[config.mk]
export PLATFORM = sky130hd
export DESIGN_NAME = rc4_box_keystream_decryptor
export DESIGN_NICKNAME = d
export VERILOG_FILES = /design/src/rc4kd_pkg.sv /design/src/rc4kd_box_ram.sv /design/src/rc4_box_keystream_decryptor.sv
export SDC_FILE = /design/constraint.sdc
export NUM_CORES = 2
export LEC_CHECK = 0
export ABC_AREA = 1
export BUFFER_PORTS_ARGS = -buffer_cell sky130_fd_sc_hd__buf_2
export CAP_MARGIN = 20
export CORE_UTILIZATION = 57
export CTS_BUF_LIST = sky130_fd_sc_hd__clkbuf_8 sky130_fd_sc_hd__clkbuf_16
export DETAILED_ROUTE_END_ITERATION = 12
export PLACE_DENSITY = 0.75
export SLEW_MARGIN = 25
export SYNTH_ARGS = -nofsm -noshare
export SYNTH_HDL_FRONTEND = slang
export SYNTH_HIERARCHICAL = 1
export SYNTH_SLANG_ARGS = --single-unit
[constraint.sdc]
create_clock -name clock -period 8.59 [get_ports clock]
set_input_delay 1.718 -clock clock [delete_from_list [all_inputs] [get_ports clock]]
set_output_delay 1.718 -clock clock [all_outputs]
set_load 0.02 [all_outputs]
[src/rc4kd_pkg.sv]
package rc4kd_pkg;

   // box geometry
   localparam int BOX_DEPTH = 256;
   localparam int BOX_AW    = 8;
   localparam int BYTE_W    = 8;

   // item kinds on the request channel
   localparam logic REQ_KEY  = 1'b0;
   localparam logic REQ_DATA = 1'b1;

   // control sequencer, one-hot
   typedef enum logic [9:0] {
      ST_IDLE = 10'b00_0000_0001,
      ST_D_B  = 10'b00_0000_0010,
      ST_D_C  = 10'b00_0000_0100,
      ST_D_K  = 10'b00_0000_1000,
      ST_OUT  = 10'b00_0001_0000,
      ST_INIT = 10'b00_0010_0000,
      ST_RD_I = 10'b00_0100_0000,
      ST_RD_J = 10'b00_1000_0000,
      ST_WR_I = 10'b01_0000_0000,
      ST_WR_J = 10'b10_0000_0000
   } state_type;

   // write request into the box memory
   typedef struct packed {
      logic              en;
      logic [BOX_AW-1:0] addr;
      logic [BYTE_W-1:0] data;
   } box_wr_type;

endpackage

[src/rc4kd_box_ram.sv]
module rc4kd_box_ram (
   input  logic                            clock,
   input  rc4kd_pkg::box_wr_type           wr,
   input  logic [rc4kd_pkg::BOX_AW-1:0]    rd_addr,
   output logic [rc4kd_pkg::BYTE_W-1:0]    rd_data
);

   logic [rc4kd_pkg::BYTE_W-1:0] mem [rc4kd_pkg::BOX_DEPTH];
   logic [rc4kd_pkg::BYTE_W-1:0] rd_data_ff;

   // one write port, one registered read port
   always_ff @(posedge clock) begin
      if (wr.en) begin
         mem[wr.addr] <= wr.data;
      end
      rd_data_ff <= mem[rd_addr];
   end

   assign rd_data = rd_data_ff;

endmodule

[src/rc4_box_keystream_decryptor.sv]
// Data item, box keyed: runs through D_B, D_C, D_K and OUT, and req_stall stays high until it leaves OUT
//   (three dependent reads through the one box read port, then the output register).
// Data item before any key: goes straight to OUT unchanged, with req_stall high until it leaves OUT.
// Last key byte: key schedule (identity fill, then a read-read-write-write swap per entry) with req_stall high.
// Synchronous active-high reset clears control state; box and key store are
//   left undefined and are always written before being read.
module rc4_box_keystream_decryptor #(
   parameter int KEY_MAX = 128
) (
   input  logic                           clock,
   input  logic                           reset,
   input  logic                           req_valid,
   output logic                           req_stall,
   input  logic                           req_type,
   input  logic [rc4kd_pkg::BYTE_W-1:0]   req_in_value,
   input  logic                           req_last_key,
   output logic                           rsp_valid,
   input  logic                           rsp_stall,
   output logic [rc4kd_pkg::BYTE_W-1:0]   rsp_out_byte
);

   localparam int CNT_W  = $clog2(KEY_MAX + 1);
   localparam int KIDX_W = (KEY_MAX > 1) ? $clog2(KEY_MAX) : 1;

   rc4kd_pkg::state_type state_ff, state_in;

   logic [CNT_W-1:0]                key_count_ff, key_count_in;
   logic [KIDX_W-1:0]               kidx_ff, kidx_in;
   logic [rc4kd_pkg::BOX_AW-1:0]    stream_pos_ff, stream_pos_in;
   logic                            keyed_ff, keyed_in;
   logic [rc4kd_pkg::BOX_AW-1:0]    i_ff, i_in;
   logic [rc4kd_pkg::BOX_AW-1:0]    acc_ff, acc_in;
   logic [rc4kd_pkg::BYTE_W-1:0]    held_ff, held_in;
   logic [rc4kd_pkg::BYTE_W-1:0]    a_ff, a_in;
   logic [rc4kd_pkg::BYTE_W-1:0]    data_ff, data_in;
   logic                            rsp_valid_ff, rsp_valid_in;
   logic [rc4kd_pkg::BYTE_W-1:0]    rsp_byte_ff, rsp_byte_in;

   logic                            req_take;
   logic                            key_wr_en;
   logic [rc4kd_pkg::BYTE_W-1:0]    key_mem [KEY_MAX];
   logic [rc4kd_pkg::BYTE_W-1:0]    key_rd_ff;
   logic [rc4kd_pkg::BOX_AW-1:0]    box_rd_addr;
   logic [rc4kd_pkg::BYTE_W-1:0]    box_rd;
   logic [rc4kd_pkg::BYTE_W-1:0]    sum_acc;
   logic [CNT_W-1:0]                kidx_next;
   rc4kd_pkg::box_wr_type           box_wr;

   assign req_stall    = (state_ff != rc4kd_pkg::ST_IDLE);
   assign req_take     = req_valid && !req_stall;
   assign rsp_valid    = rsp_valid_ff;
   assign rsp_out_byte = rsp_byte_ff;

   // key store: written on accepted key bytes while it has room, read by the schedule
   assign key_wr_en = req_take && (req_type == rc4kd_pkg::REQ_KEY)
                      && (key_count_ff < CNT_W'(KEY_MAX));

   always_ff @(posedge clock) begin
      if (key_wr_en) begin
         key_mem[key_count_ff[KIDX_W-1:0]] <= req_in_value;
      end
      key_rd_ff <= key_mem[kidx_ff];
   end

   // permutation box
   rc4kd_box_ram u_box (
      .clock   (clock),
      .wr      (box_wr),
      .rd_addr (box_rd_addr),
      .rd_data (box_rd)
   );

   // schedule accumulator and cycling key index
   assign sum_acc   = acc_ff + box_rd + key_rd_ff;
   assign kidx_next = CNT_W'(kidx_ff) + CNT_W'(1);

   // sequencer
   always_comb begin
      state_in      = state_ff;
      key_count_in  = key_count_ff;
      kidx_in       = kidx_ff;
      stream_pos_in = stream_pos_ff;
      keyed_in      = keyed_ff;
      i_in          = i_ff;
      acc_in        = acc_ff;
      held_in       = held_ff;
      a_in          = a_ff;
      data_in       = data_ff;
      rsp_valid_in  = rsp_valid_ff && rsp_stall;
      rsp_byte_in   = rsp_byte_ff;
      box_rd_addr   = stream_pos_ff;
      box_wr        = '0;

      unique case (state_ff)
         rc4kd_pkg::ST_IDLE: begin
            // box at the stream position is read ahead every idle cycle
            box_rd_addr = stream_pos_ff;
            if (req_take) begin
               if (req_type == rc4kd_pkg::REQ_KEY) begin
                  if (key_wr_en) begin
                     key_count_in = key_count_ff + CNT_W'(1);
                  end
                  if (req_last_key) begin
                     i_in     = '0;
                     state_in = rc4kd_pkg::ST_INIT;
                  end
               end else begin
                  data_in  = req_in_value;
                  state_in = keyed_ff ? rc4kd_pkg::ST_D_B : rc4kd_pkg::ST_OUT;
               end
            end
         end
         rc4kd_pkg::ST_D_B: begin
            a_in        = box_rd;
            box_rd_addr = box_rd + stream_pos_ff;
            state_in    = rc4kd_pkg::ST_D_C;
         end
         rc4kd_pkg::ST_D_C: begin
            box_rd_addr = a_ff + box_rd;
            state_in    = rc4kd_pkg::ST_D_K;
         end
         rc4kd_pkg::ST_D_K: begin
            data_in       = data_ff ^ box_rd;
            stream_pos_in = stream_pos_ff + rc4kd_pkg::BOX_AW'(1);
            state_in      = rc4kd_pkg::ST_OUT;
         end
         rc4kd_pkg::ST_OUT: begin
            if (!rsp_valid_ff || !rsp_stall) begin
               rsp_valid_in = 1'b1;
               rsp_byte_in  = data_ff;
               state_in     = rc4kd_pkg::ST_IDLE;
            end
         end
         rc4kd_pkg::ST_INIT: begin
            // identity fill
            box_wr = '{en: 1'b1, addr: i_ff, data: i_ff};
            i_in   = i_ff + rc4kd_pkg::BOX_AW'(1);
            if (i_ff == rc4kd_pkg::BOX_AW'(rc4kd_pkg::BOX_DEPTH - 1)) begin
               acc_in   = '0;
               kidx_in  = '0;
               state_in = rc4kd_pkg::ST_RD_I;
            end
         end
         rc4kd_pkg::ST_RD_I: begin
            box_rd_addr = i_ff;
            state_in    = rc4kd_pkg::ST_RD_J;
         end
         rc4kd_pkg::ST_RD_J: begin
            held_in     = box_rd;
            acc_in      = sum_acc;
            box_rd_addr = sum_acc;
            state_in    = rc4kd_pkg::ST_WR_I;
         end
         rc4kd_pkg::ST_WR_I: begin
            box_wr   = '{en: 1'b1, addr: i_ff, data: box_rd};
            state_in = rc4kd_pkg::ST_WR_J;
         end
         rc4kd_pkg::ST_WR_J: begin
            box_wr  = '{en: 1'b1, addr: acc_ff, data: held_ff};
            i_in    = i_ff + rc4kd_pkg::BOX_AW'(1);
            kidx_in = (kidx_next >= key_count_ff) ? '0 : kidx_next[KIDX_W-1:0];
            if (i_ff == rc4kd_pkg::BOX_AW'(rc4kd_pkg::BOX_DEPTH - 1)) begin
               key_count_in  = '0;
               stream_pos_in = rc4kd_pkg::BOX_AW'(1);
               keyed_in      = 1'b1;
               state_in      = rc4kd_pkg::ST_IDLE;
            end else begin
               state_in = rc4kd_pkg::ST_RD_I;
            end
         end
         default: begin
            state_in = rc4kd_pkg::ST_IDLE;
         end
      endcase
   end

   // control registers
   always_ff @(posedge clock) begin
      if (reset) begin
         state_ff      <= rc4kd_pkg::ST_IDLE;
         key_count_ff  <= '0;
         stream_pos_ff <= rc4kd_pkg::BOX_AW'(1);
         keyed_ff      <= 1'b0;
         rsp_valid_ff  <= 1'b0;
      end else begin
         state_ff      <= state_in;
         key_count_ff  <= key_count_in;
         stream_pos_ff <= stream_pos_in;
         keyed_ff      <= keyed_in;
         rsp_valid_ff  <= rsp_valid_in;
      end
   end

   // payload registers
   always_ff @(posedge clock) begin
      kidx_ff     <= kidx_in;
      i_ff        <= i_in;
      acc_ff      <= acc_in;
      held_ff     <= held_in;
      a_ff        <= a_in;
      data_ff     <= data_in;
      rsp_byte_ff <= rsp_byte_in;
   end

   // the box is never written while a data item is being worked
   a_no_box_wr_on_data: assert property (@(posedge clock) disable iff (reset)
      (state_ff == rc4kd_pkg::ST_D_B || state_ff == rc4kd_pkg::ST_D_C ||
       state_ff == rc4kd_pkg::ST_D_K || state_ff == rc4kd_pkg::ST_OUT) |-> !box_wr.en)
      else $error("box write during data item");

   // key count stays within the store
   a_key_count_range: assert property (@(posedge clock) disable iff (reset)
      key_count_ff <= CNT_W'(KEY_MAX))
      else $error("key count beyond store");

   // end of schedule leaves a clean stream start
   a_sched_done: assert property (@(posedge clock) disable iff (reset)
      (state_ff == rc4kd_pkg::ST_WR_J && i_ff == rc4kd_pkg::BOX_AW'(rc4kd_pkg::BOX_DEPTH - 1))
      |=> keyed_ff && key_count_ff == '0 && stream_pos_ff == rc4kd_pkg::BOX_AW'(1))
      else $error("schedule end state wrong");

   // stream position moves only on a keystream byte or a schedule end
   a_pos_moves: assert property (@(posedge clock) disable iff (reset)
      (!$past(reset) && !$stable(stream_pos_ff)) |->
      ($past(state_ff) == rc4kd_pkg::ST_D_K || $past(state_ff) == rc4kd_pkg::ST_WR_J))
      else $error("stream position moved unexpectedly");

   // a new result is only loaded from the output state
   a_rsp_from_out: assert property (@(posedge clock) disable iff (reset)
      (rsp_valid_ff && !rsp_stall) |=> (!rsp_valid_ff || $past(state_ff) == rc4kd_pkg::ST_OUT))
      else $error("result without a finished item");

endmodule

Word level (Yosys, flattened, before mapping)
Memories as Yosys holds them, arrays and structs flattened. A register that Yosys moved wholly into a read port is not among the register bits.
Cells that the tools add are included.
{ "word_totals": {"memories": 2, "input_bits": 14, "ff_bits": 83, "mem_bits_rw": 3072} }
{ "mem_list": {"columns": ["memory", "depth", "word_bits", "rd", "rd_clocked_by_memory_dff", "write_ports", "line_no", "source"], "rows": [
  ["u_box.mem", 256, 8, 1, 1, 1, "rc4kd_box_ram.sv:8", "logic [rc4kd_pkg::BYTE_W-1:0] mem [rc4kd_pkg::BOX_DEPTH];"],
  ["key_mem", 128, 8, 1, 1, 1, "rc4_box_keystream_decryptor.sv:41", "logic [rc4kd_pkg::BYTE_W-1:0] key_mem [KEY_MAX];"]
]} }
{ "classes": {"addsub": 8, "n_reduce_logical": 24, "bitwise": 2, "magnitude_cmp": 2, "eq_ne": 21, "n_mux": 34} }
{ "op_table": {"columns": ["op", "count"], "rows": [
  ["one-hot mux 10 bit (10 select lines)", 1],
  ["2-to-1 mux 8 bit", 10],
  ["one-hot mux 8 bit (2 select lines)", 5],
  ["one-hot mux 17 bit (3 select lines)", 1],
  ["2-to-1 mux 10 bit", 5],
  ["adder 8 bit", 4],
  ["one-hot mux 8 bit (4 select lines)", 1],
  ["adder 8 x 1 -> 8 bit (second input constant)", 3],
  ["2-to-1 mux 7 bit", 3],
  ["!= test 2 bit (second input constant)", 8],
  ["one-hot mux 7 bit (2 select lines)", 1],
  ["nonzero test 2 bit", 6],
  ["equality test 10 x 1 -> 1 bit (second input constant)", 1],
  ["equality test 10 bit (second input constant)", 1],
  ["equality test 10 x 2 -> 1 bit (second input constant)", 1],
  ["equality test 10 x 3 -> 1 bit (second input constant)", 1],
  ["equality test 10 x 4 -> 1 bit (second input constant)", 1],
  ["equality test 10 x 5 -> 1 bit (second input constant)", 1],
  ["equality test 10 x 6 -> 1 bit (second input constant)", 1],
  ["equality test 10 x 7 -> 1 bit (second input constant)", 1],
  ["equality test 10 x 8 -> 1 bit (second input constant)", 1],
  ["equality test 10 x 9 -> 1 bit (second input constant)", 1],
  ["!= test 10 x 1 -> 1 bit (second input constant)", 1],
  ["AND reduction 2 bit", 5],
  ["16 further kinds", 27]
]} }

Logic depth before layout (Yosys ltp)
{ "depth": {"word_depth": 9, "ltp_mapped": 26} }

By module
Netlist, hierarchy kept.
{ "modules_own_cells": {"columns": ["mod", "area_per_inst_um2", "instances", "cells_per_inst", "seq_area_each_um2"], "rows": [
  ["rc4kd_box_ram", 83396.2, 1, 7003, 61659.1],
  ["rc4_box_keystream_decryptor", 46963.8, 1, 4243, 33121.8]
]} }

Least setup slack after synthesis
No wires, ideal clock.
{ "synth_path": {"path_kind": "reg2reg", "startpoint": "register state_ff[0]", "endpoint": "memory u_box/mem[0][1] in the netlist's numbering (data pin)", "path_stages_with_launch": 7, "setup_time_ns": 1.534, "path_slack_ns": -0.796, "arrival_time_ns": 7.852, "period_less_slack_ns": 9.386, "n_path_buf": 1, "path_cell_list": "dfxtp_1 -> nor2_2 -> nand2_1 -> nor2_4 -> nand3_1 -> clkbuf_1 -> o211ai_1"} }
{ "synth_lines": {"columns": ["item", "line_no", "source"], "rows": [
  ["start, declared", "rc4_box_keystream_decryptor.sv:25", "rc4kd_pkg::state_type state_ff, state_in;"],
  ["start signal, assigned", "rc4_box_keystream_decryptor.sv:180", "state_ff <= rc4kd_pkg::ST_IDLE;"],
  ["start signal, assigned", "rc4_box_keystream_decryptor.sv:186", "state_ff <= state_in;"],
  ["end, declared", "rc4kd_box_ram.sv:8", null]
]} }

Final worst setup path
{ "layout_path": {"startpoint": "register u_box.rd_data_ff, in the netlist u_box/rd_data[0] (read register of u_box.mem)", "endpoint": "register u_box.rd_data_ff, in the netlist u_box/rd_data[4] (read register of u_box.mem)"} }
{ "layout_via": {"elab_chain_cells": 3, "elab_cells_between_ends": 5, "cone_classes": "add/sub (4); mux (1)"} }
{ "layout_rtl": {"columns": ["item", "line_no", "source"], "rows": [
  ["start, declared", "rc4kd_box_ram.sv:9", "logic [rc4kd_pkg::BYTE_W-1:0] rd_data_ff;"],
  ["adder 8 bit (2 in a row)", "rc4_box_keystream_decryptor.sv:74", "assign sum_acc = acc_ff + box_rd + key_rd_ff;"],
  ["one-hot mux 8 bit (4 select lines) (*)", "rc4_box_keystream_decryptor.sv:94", "unique case (state_ff)"],
  ["via box_rd_addr (one bit)", "rc4_box_keystream_decryptor.sv:43", "logic [rc4kd_pkg::BOX_AW-1:0] box_rd_addr;"]
]} }
The timed path passes the listed nets; every way through them passes the cells marked *.
A chain may end at the register's enable or synchronous reset.

==> impl_metrics.ini <==
[hold_path]
hold_class = flop to flop
worstHoldStart = keyed_ff
min_path_cells = 2
min_to = keyed_ff

[floorplan]
die_y_um = 480
start_util = 0.574
io_pins = 24
core_um2 = 227000
die_w_um = 480
dieArea_um2 = 231000
core.rowCount = 175

[power_and_ir_drop]
total_power_mw = 31.9
irDropWorstVdd_mv = 0.224
leakage_nw = 50.0
powerDensity_nw_per_um2 = 224

[sta]
skew_ns = 0.0746
slew_headroom = 0.186
period_share = 0.719
maxSlewViolCount = 0
max_freq_mhz = 162
setup_violations = 0
worst_slew_pin_slew_ns = 1.22
rsz0062_at_grt = false
period_needed_ns = 6.17
final_hold_viol_count = 0
whs_ns = 0.479

[logic_synthesis]
synth_edf_count = 3127
synth_common_cells = 3686 x nand2_1, 3127 x edfxtp_1, 2684 x nand3_1
avgSynthCellArea_um2 = 11.6
synth_nets = 11300
syn_inst = 11200
synth_ff_type = edfxtp_1
synth_top_area_share = 0.720
synth_cell_types = 45
synth_top_area_cell = edfxtp_1
yosys_warnings = 6
ys_seq_elements = 3171
yosysSeqAreaShare = 0.727
synth_area_leaders = edfxtp_1 72%, nand2_1 11%, nand3_1 10%
synth_area_um2 = 130000
async_flop_share = 0
yosysMostFrequentCell = nand2_1

[cells_and_area]
fin_nets = 11100
finalNonFillerCells = 14300
syn2layout_area_growth_pct = 9.41
fin_util = 0.628
fin_area_um2 = 143000
final_layout_size_suffix_gt1_frac = 0.0567

[flow_run]
maxCapViolations = 0

[setup_path]
reg2regPathDepth = 21
worst_setup_path_start_kind = flop
cp_max_fo = 126
reg2reg_to = u_box/rd_data[4]
worstSetupEndpointType = flop
arrival_ns = 7.07
crit_type = flop to flop
regToRegStartpoint = u_box/rd_data[0]
reg2reg_slack_ns = 2.42
crit_required_ns = 9.49

[clock_network]
cts.root.buffer_cell = clkbuf_16
cts_setup_buffers = 0
cts.sinks = 3171
cts.clk_slew.worst_paths_ns = 0.06
clk_latency_ns = 0.98
cts_resized = 0
cts_inserted_buffers = 329
cts_tree = done
clock_path_buffers = 4
h-tree-depth = 5
hold_buffers = 0

[placement]
place.gp.congestion = 0.919
dpl_cell_area_um2 = 132000
portBuffers = 23
placed_cells = 13700
dp_hpwl_um = 193000

[detailed_routing]
via_per_inst = 6.22
drc = 0
dr.pass1.iters = 8
post_drt_wl_per_cell_um = 24.4
vias = 88800
first_iter_violations = 13400
routed_wl_um = 348000
final_antenna_net_count = 0

[global_routing]
grt_pass1_vias = 84000
grt_max_degree = 253
grt_overflow_total = 0
antenna_found_initial = 12
track_usage = 0.298
grt_pass1_wl_um = 520000

[outcome]
status = complete, no violations
## report_power, final
group / internal [mW] / total, mW / switching, mW
Sequential: 17.1 / 17.2 / 0.0488
Clock: 8.02 / 13.8 / 5.80
Combinational: 0.153 / 0.910 / 0.757
Total: 25.3 / 31.9 / 6.60
## layout make-up
cell class              count  area [um^2]
multi-input cells        7215        31800
clock buffers             337         8400
inverters                 153          623
fillers                 16600        84600
repair buffers            136         1360
diodes                      4         10.0
flip-flops and latches   3171        94800
well taps                3009         3760
clock inverters           234         1940
## flip-flops by register name, summed over array words and instances, names as in the netlist
register	flops
state_ff	10
key_count_ff	8
key_mem	1024
u_box/mem	2048
i_ff	8
held_ff	8
kidx_ff	7
key_rd_ff	8
a_ff	8
u_box/rd_data	8
acc_ff	8
rsp_out_byte	8
rsp_valid	1
data_ff	8
keyed_ff	1
stream_pos_ff	8
## worst max path at each step
stage                                start               end  cells after the start
after CTS                 u_box/rd_data[0]  u_box/rd_data[4]                     20
after global routing           state_ff[4]  u_box/rd_data[4]                     23
final                     u_box/rd_data[0]  u_box/rd_data[4]                     21
after detailed placement  u_box/rd_data[0]  u_box/rd_data[4]                     20
after floorplan                state_ff[1]   u_box/mem[0][1]                      6
after global placement    u_box/rd_data[0]  u_box/rd_data[4]                     20
## routing by layer
layer	vias to the layer above	share of wire	track usage
li1	39000	-	-
met1	42800	0.37	0.417
met2	5986	0.46	0.455
met3	936	0.13	0.0657
met4	8	0.044	0.126
met5	-	0.00016	0
## per-stage QoR
| step | setup slack (ns) | TNS, ns |
|---|---|---|
| 2_1_floorplan | -0.657 | -459.88 |
| 3_3_place_gp | 2.92 | 0 |
| 3_5_place_dp | 2.84 | 0 |
| 4_1_cts | 2.75 | 0 |
| 5_1_grt | 2.14 | 0 |
| 6_report | 2.42 | 0 |
## logic make-up after synthesis
logic type               synth area share
AND/OR/NAND/NOR                     0.228
flip-flops                          0.727
buffers and inverters              0.0306
AO/OA/AOI/OAI                     0.00901
adder cells (fa/ha/maj)           0.00378
XOR/XNOR                          0.00188
## worst max-delay path: stages (launching register included)
cell	delay, ns
dfxtp_1	0.59
inv_1	0.15
fa_1	0.39
inv_1	0.07
ha_1	0.18
inv_1	0.07
fa_1	0.61
o22ai_1	0.12
a21oi_1	0.24
o21ai_4	0.10
buf_12	0.20
buf_16	0.26
inv_8	0.69
buf_4	0.78
nand3_1	0.17
nand3_1	0.16
nand3_1	0.09
nand3_1	0.30
nand3_1	0.32
nand2_1	0.18
nand2_1	0.08
nand2_1	0.09
## layout by cell type, fill, tap and decap left out, drive strengths merged, types with 2 or more instances in the layout
cell      instances
clkinv          115
xor2             15
fa                9
nor3             18
inv             232
clkinvlp          8
edfxtp         3127
or2               3
nand3b            3
nand2          3690
diode             4
xnor2            13
a21oi           171
o22ai             5
clkbuf          337
o21ai            26
nand4            20
bufinv           32
dfxtp            44
nand3          2692
nor2            502
o211ai           12
ha               25
buf             136
a31oi             2
Note: power is estimated with default switching activity, not from simulation.
